===== config.mk =====
export PLATFORM = sky130hd
export DESIGN_NAME = ivt_ctrl
export DESIGN_NICKNAME = d
export VERILOG_FILES = /design/src/sv/ivt_pkg.sv /design/src/sv/ivt_ctrl.sv
export SDC_FILE = /design/constraint.sdc
export NUM_CORES = 1
export LEC_CHECK = 0
export ABC_AREA = 0
export BUFFER_PORTS_ARGS = -buffer_cell sky130_fd_sc_hd__buf_2
export CORE_AREA = 3 3 40 42
export CTS_CLUSTER_SIZE = 24
export DETAILED_ROUTE_END_ITERATION = 7
export DIE_AREA = 0 0 43 45
export PLACE_DENSITY_LB_ADDON = 0.25
export SLEW_MARGIN = 20
export SYNTH_ARGS = -nofsm -noshare
export SYNTH_HDL_FRONTEND = slang
export SYNTH_SLANG_ARGS = --single-unit

===== constraint.sdc =====
create_clock -name clk -period 1.5 [get_ports clk]
set_clock_uncertainty 0.05 [all_clocks]
set_input_delay 0.375 -clock clk [delete_from_list [all_inputs] [get_ports clk]]
set_output_delay 0.375 -clock clk [all_outputs]
set_load 0.02 [all_outputs]

===== src/sv/ivt_pkg.sv =====
// Shared constants, status codes and control structs for the interval value table.
package ivt_pkg;

	localparam int MAX_ENTRIES = 64;
	localparam int KEY_W       = 32;
	localparam int VAL_W       = 8;
	localparam int IDX_W       = $clog2(MAX_ENTRIES);
	localparam int CNT_W       = $clog2(MAX_ENTRIES + 3);

	localparam logic [1:0] ST_DONE  = 2'd0;
	localparam logic [1:0] ST_EMPTY = 2'd1;
	localparam logic [1:0] ST_FULL  = 2'd2;

	localparam logic CMD_ASSIGN = 1'b0;
	localparam logic CMD_LOOKUP = 1'b1;

	// controller -> datapath
	typedef struct packed {
		logic load;    // command transfer accepted
		logic eval;    // evaluate the entry in the read register
		logic commit;  // finish: update table and latch result
	} ivt_cmd_t;

	// datapath -> controller
	typedef struct packed {
		logic empty_in;  // incoming assign has an empty range
		logic adv;       // move on to the next entry
		logic fin;       // scan complete
	} ivt_stat_t;

endpackage


===== src/sv/ivt_ctrl.sv =====
// Controller state machine: sequences the entry scan of one command.
module ivt_ctrl import ivt_pkg::*; (
	input  logic      clk,
	input  logic      arst_n,
	input  logic      start,
	input  ivt_stat_t stat,
	output ivt_cmd_t  cmd,
	output logic      busy,
	output logic      done
);

	localparam logic [1:0] S_IDLE = 2'd0;
	localparam logic [1:0] S_RD   = 2'd1;
	localparam logic [1:0] S_EV   = 2'd2;
	localparam logic [1:0] S_FIN  = 2'd3;

	logic [1:0] state_q;
	logic [1:0] state_d;
	logic       done_q;

	// next state
	always_comb begin
		state_d = state_q;
		case (state_q)
			S_IDLE: begin
				if (start) state_d = stat.empty_in ? S_FIN : S_RD;
			end
			S_RD: state_d = S_EV;
			S_EV: begin
				if (stat.fin)      state_d = S_FIN;
				else if (stat.adv) state_d = S_RD;
			end
			S_FIN: state_d = S_IDLE;
			default: state_d = S_IDLE;
		endcase
	end

	always_ff @(posedge clk or negedge arst_n) begin
		if (!arst_n) begin
			state_q <= S_IDLE;
			done_q  <= 1'b0;
		end else begin
			state_q <= state_d;
			done_q  <= (state_q == S_FIN);
		end
	end

	assign busy       = (state_q != S_IDLE);
	assign done       = done_q;
	assign cmd.load   = (state_q == S_IDLE) && start;
	assign cmd.eval   = (state_q == S_EV);
	assign cmd.commit = (state_q == S_FIN);

endmodule


# Word level (Yosys, flattened, before mapping)
# Index checks and enable logic that the tools add are counted.
[totals]
register_bits = 3
latch_bits = 0
ramBits = 0
rom_bits = 0
input_bits = 6
output_inout_bits = 5
elab_cells = 16
mem_count = 0
[classes]
addsub = 0
mul = 0
div = 0
order_cmp = 0
eq_ne = 5
shifts = 0
mux = 5
n_bitwise = 0
n_reduce_logical = 4
[ops]
columns = ["operator", "count"]
rows = [
  ["2-bit 2-to-1 mux", 4],
  ["2-bit case mux with 4 select lines", 1],
  ["2-bit == test, second input constant", 2],
  ["3-bit != test, second input constant", 1],
  ["2-bit by 1-bit == test with 1-bit output, second input constant", 1],
  ["2-bit zero test", 1],
  ["2-bit != test, second input constant", 1],
  ["2-bit AND reduction", 1],
  ["2-bit nonzero test", 1],
  ["1-bit logical AND", 1],
]

# Depth between registers and ports, before layout
# Gate-level depths: netlist of run 1.
[depth]
depth_word = 3
mapped_depth = 3
ltp_nobuf = 3

# Worst setup path after synthesis of run 1
# OpenSTA, ideal clock, no wires.
[synth_path]
kind = "register to output"
startpoint = "register state_q[1]"
endpoint = "output cmd[2] in the netlist's numbering"
arrival_ns = 0.964
required_ns = 1.075
path_slack_ns = 0.111
path_stages_with_launch = 3
path_buffers = 0
path_cell_list = "dfrtp_1 -> or2_1 -> nor2_2"
[synth_lines]
columns = ["element", "line_no", "source"]
rows = [
  ["from (decl)", "ivt_ctrl.sv:17", "logic [1:0] state_q;"],
  ["from (signal assigned)", "ivt_ctrl.sv:43", "state_q <= state_d;"],
  ["to (decl)", "ivt_ctrl.sv:7", "output ivt_cmd_t cmd,"],
]

==> flow_summary_export.csv, run 1 <==
group,metric,value,unit
grt,grt_max_degree,7,
timing,fin_crit_sh,101.4,%
timing,hold_violations,0,
grt,grt_pass1_wl,690,µm
synth,ys_ff_latch,3,
worst_hold_path,min_path_cells,3,
critical_path,cp-end-kind,"primary output",
power_and_ir_drop,power_density,2277,nW/µm²
timing,finalWorstSetupSlack,-0.02104,ns
floorplanning,die-area,1935,µm²
cells_and_area,multi_input_area,62.56,µm²
clock_network,clkTransAtPathRegs,0.04,ns
placement,place_inst,41,
critical_path,cp.arrival,1.10,ns
synth,muxShareOfSynthArea,0,%
routing,viasPerCell,3.511,
clock_network,cts.path.max_buffers,2,
timing,period_minus_slack,1.521,ns
critical_path,rr_endpoint,"state_q[1]",
placement,portBuffers,10,
cells_and_area,nets,39,
clock_network,cts_tree,"built",
clock_network,cts_made_buffers,3,
synth,yosys_warnings,0,
critical_path,reg2reg_depth,3,
synth,synth-xor-area-share,0,%
worst_hold_path,hold_path.class,"in2reg",
cells_and_area,num-fill-cells,147,
placement,placed_area,219.0,µm²
synth,synth_top_family_by_area,"simple AND/OR/NAND/NOR gates",
synth,synth_area_per_cell,9.509,µm²
routing,drc,0,
clock_network,clk_latency,0.23,ns
routing,avgRoutedWirePerCell,9.468,µm
timing,max_freq,0.6574,GHz
placement,place_ws,0.1868,ns
placement,hpwl,306,µm
power_and_ir_drop,vdd_ir_drop_max,852.9,µV
power_and_ir_drop,power,0.6154,mW
routing,drt_iter0_drc,0,
synth,synth_seq_area_share,52.63,%
clock_network,cts.sinks,3,
routing,antenna_left,0,
routing,vias,165,
cells_and_area,drive_gt1_share,53.13,%
cells_and_area,syn2layout_area_growth,89.47,%
critical_path,crit_path_start,"state_q[1]",
synth,synthCells,15,
critical_path,critPathKind,"reg2out",
critical_path,reg2reg_slack,0.52,ns
critical_path,reg2reg_from,"state_q[0]",
grt,grt_pass1_vias,173,
cells_and_area,seq_area,75.07,µm²
run_status,status,"complete, but fails checks",
clock_network,h-tree-depth,1,
critical_path,worstPathRequired,1.07,ns
worst_hold_path,min_to,"state_q[0]",
routing,drt_wl_total,445,µm
routing,first_pass_iters,1,
clock_network,cts_root_buffer,"clkbuf_4",
floorplanning,die_h,45,µm
grt,antenna_found_initial,0,
floorplanning,rows,13,
critical_path,crit_fanout,2,
run_status,violations,"setup timing",
critical_path,cp-start-kind,"flop",
grt,gr-usage-all-layers,5.509,%
grt,grt_remaining_overflow,0,
timing,worst_slew_pin_slew,0.1880,ns
timing,rsz0062_at_grt,"yes",
cells_and_area,diodes,0,
synth,synth-compound-area-share,19.30,%
synth,synth_cell_type_count,10,
synth,synth_fp_nets,21,
timing,setup_violations,1,
cells_and_area,stdcell_count,47,
floorplanning,core,1285,µm²
floorplanning,initial_core_util,11.10,%
synth,syn-cell-area,142.6,µm²
synth,yosys.area_share.simple,22.81,%
timing,slew_violations,0,
floorplanning,die_w,43,µm
floorplanning,ios,11,
placement,gp_congestion,0.6599,
synth,synth_fa_ha_area_share,0,%
timing,slew_headroom,87.39,%
power_and_ir_drop,p_leak,0.1430,nW
worst_hold_path,worstHoldStart,"start",
flow_run,maxCapViolations,0,
timing,setup_tns,-0.02104,ns
cells_and_area,fin_area,270.3,µm²
[cell usage in the layout (no fill, tap or decap), drive strengths merged]
cell / n
buf: 12
clkbuf: 4
dfrtp: 3
nor2: 3
inv: 2
a211oi: 2
nor2b: 1
and2: 1
or2: 1
a21o: 1
a21oi: 1
dlygate4sd3: 1
[area by class of cell]
type	count	share of cell area, %
tap	15	6.944
timing repair buffer	13	29.63
clock buffer	4	9.722
inverter	2	2.778
sequential	3	27.78
multi-input combinational	10	23.15
[power breakdown]
| part | internal [mW] | switching [mW] |
|---|---|---|
| sequential | 0.122 | 0.0222 |
| combinational | 0.144 | 0.185 |
| clock | 0.0998 | 0.0433 |
| total | 0.365 | 0.250 |
[Yosys cell counts (all sizes together)]
| master | instances | area share, % |
|---|---|---|
| dfrtp | 3 | 53 |
| a21o | 1 | 5.3 |
| a21oi | 1 | 3.5 |
| and2 | 1 | 4.4 |
| inv | 2 | 5.3 |
| a211oi | 2 | 11 |
| or2 | 1 | 4.4 |
| nor2 | 3 | 9.7 |
| nor2b | 1 | 4.4 |
[how the worst max path moves through the flow]
stage                  end  slack (ns)  cells past startpoint
finish              cmd[2]       -0.02                      3
global route        cmd[2]       -0.06                      3
CTS                 cmd[2]       -0.03                      3
detailed placement  cmd[2]        0.19                      3
global placement    cmd[2]        0.21                      3
floorplan           cmd[2]        0.11                      2
[metrics by stage]
step | util (%) | hold slack (ns)
floorplan | - | 0.02941
global placement | 17.04 | 0.1217
detailed placement | 17.04 | 0.1245
CTS | 20.64 | 0.3703
global route | 21.03 | 0.3858
finish | 21.03 | 0.3816
[cell families (layout without fill, tap and decap cells)]
group	count (synthesis)	after routing
simple gates	6	6
compound gates	4	4
flops	3	3
buf+inv	2	19
[timing repair]
item,CTS,global route
gates cloned,0,0
endpoints found under the setup margin,3,3
gates resized for setup,1,2
hold buffers,1,0
hold endpoints to repair,3,0
buffers inserted,1,0
[critical path: stages, from the launching register on]
cell and delay, ns:
dfrtp_1 0.38, or2_1 0.26, nor2_2 0.09, buf_4 0.14
[metal layers]
layer,track usage [%],wire length [µm],share of wire [%]
met1,5.340,206,46
met2,7.186,178,40
met3,3.187,61,14
met4,7.229,0,0
met5,0,0,0
[flip-flops by register name (all words and copies together), names as in the netlist]
name and count:
done 1, state_q 2
(Power assumes the default switching activity.)
==> run 2: changes to the inputs <==
--- a/config.mk
+++ b/config.mk
@@ -12,6 +12,7 @@
 export DETAILED_ROUTE_END_ITERATION = 7
 export DIE_AREA = 0 0 43 45
 export PLACE_DENSITY_LB_ADDON = 0.25
+export RECOVER_POWER = 100
 export SLEW_MARGIN = 20
 export SYNTH_ARGS = -nofsm -noshare
 export SYNTH_HDL_FRONTEND = slang
==> flow_summary_export.csv, run 2 (same netlist as run 1, synthesis figures left out) <==
group,metric,value,unit
placement,place_inst,41,
timing,max_freq,0.6574,GHz
cells_and_area,nets,39,
critical_path,crit_fanout,2,
timing,fin_crit_sh,101.4,%
power_and_ir_drop,p_leak,0.1365,nW
routing,drt_iter0_drc,0,
clock_network,clk_latency,0.23,ns
grt,grt_remaining_overflow,0,
clock_network,clkTransAtPathRegs,0.04,ns
floorplanning,die_w,43,µm
grt,grt_pass1_vias,173,
worst_hold_path,hold_path.class,"in2reg",
floorplanning,die_h,45,µm
critical_path,worstPathRequired,1.07,ns
placement,portBuffers,10,
floorplanning,ios,11,
routing,avgRoutedWirePerCell,9.468,µm
placement,gp_congestion,0.6599,
routing,drt_wl_total,445,µm
critical_path,critPathKind,"reg2out",
flow_run,maxCapViolations,0,
critical_path,path_cells,"or2_1, nor2_2, buf_4",
placement,place_ws,0.1868,ns
timing,setup_tns,-0.02104,ns
timing,worst_slew_pin_slew,0.2555,ns
cells_and_area,diodes,0,
critical_path,cp-end-kind,"primary output",
critical_path,max_stage_delay,0.38,ns
grt,grt_pass1_wl,690,µm
grt,gr-usage-all-layers,5.509,%
power_and_ir_drop,vdd_ir_drop_max,848.6,µV
power_and_ir_drop,power_density,2286,nW/µm²
clock_network,cts.sinks,3,
power_and_ir_drop,power,0.6121,mW
clock_network,cts_made_buffers,3,
cells_and_area,final_cell_mix,"buf_2 (6), buf_4 (4), clkbuf_4 (3), clkbuf_1 (3), dfrtp_1 (3)",
grt,grt_max_degree,7,
critical_path,cp.arrival,1.10,ns
cells_and_area,num-fill-cells,146,
clock_network,cts_tree,"built",
routing,drc,0,
routing,first_pass_iters,1,
critical_path,cp-start-kind,"flop",
timing,slew_headroom,83.04,%
clock_network,cts_root_buffer,"clkbuf_4",
timing,finalWorstSetupSlack,-0.02104,ns
cells_and_area,stdcell_count,47,
run_status,violations,"setup timing",
cells_and_area,final_common_cell,"buf_2",
cells_and_area,drive_gt1_share,46.88,%
timing,rsz0062_at_grt,"yes",
run_status,status,"complete, but fails checks",
routing,antenna_left,0,
timing,hold_violations,0,
cells_and_area,syn2layout_area_growth,87.72,%
floorplanning,core,1285,µm²
clock_network,h-tree-depth,1,
cells_and_area,top_register,"state_q",
floorplanning,initial_core_util,11.10,%
floorplanning,rows,13,
timing,period_minus_slack,1.521,ns
grt,antenna_found_initial,0,
timing,setup_violations,1,
clock_network,cts.path.max_buffers,2,
routing,viasPerCell,3.511,
critical_path,critical-path-slowest-cell,"dfrtp_1",
routing,vias,165,
cells_and_area,largest_reg_flops,2,
floorplanning,die-area,1935,µm²
placement,hpwl,306,µm
timing,hold_ws,0.3816,ns
timing,slew_violations,0,
==> run 2: layer usage <==
metal  GRT usage (%)  share of wire [%]  wire length, µm
met5               0                  0                0
met4           7.229                  0                0
met3           3.187                 14               61
met2           7.186                 40              178
met1           5.340                 46              206
==> run 2: path summary, 6_finish.rpt <==
kind	start	end	slack, ns	depth (start not counted)
worst max-delay path	state_q[1]	cmd[2]	-0.02	3
worst min-delay path	start	state_q[0]	0.38	3
worst max register to register	state_q[0]	state_q[1]	0.52	3
worst min register to register	state_q[0]	done	0.51	1
max in group asynchronous	arst_n	done	0.81	2
min in group asynchronous	arst_n	state_q[1]	0.43	2
==> run 2: report_power, final <==
group | switching [mW] | leakage (nW) | internal [mW]
sequential | 0.0227 | 0.0365 | 0.122
clock | 0.0433 | 0.0150 | 0.0998
combinational | 0.185 | 0.0850 | 0.140
total | 0.251 | 0.137 | 0.361
==> run 2: timing repair <==
| action | 4_1_cts | 5_1_grt |
|---|---|---|
| hold buffers | 1 | 0 |
| setup endpoints to repair | 3 | 3 |
| hold endpoints to repair | 3 | 0 |
| gates resized for setup | 1 | 2 |
| setup buffers | 1 | 0 |
==> run 2: final cells by class <==
cell class / instances / area, µm² / share of cell area [%]
Timing Repair Buffer: 13 / 77.57 / 28.97
Sequential cell: 3 / 75.07 / 28.04
Multi-Input combinational cell: 10 / 62.56 / 23.36
Clock buffer: 4 / 26.28 / 9.813
Tap cell: 15 / 18.77 / 7.009
Inverter: 2 / 7.507 / 2.804
==> run 2: through the flow <==
step	utilization, %	cell area, µm²
after floorplan	-	142.6
after global placement	17.04	219.0
after detailed placement	17.04	219.0
after CTS	20.64	265.3
after global routing	20.84	267.8
final	20.84	267.8
==> run 2: worst max-delay path, delay by kind of cell, from the launching register on <==
| kind | cells | cell delay (ns) |
|---|---|---|
| flops | 1 | 0.38 |
| simple gates | 2 | 0.35 |
| buf+inv | 1 | 0.14 |
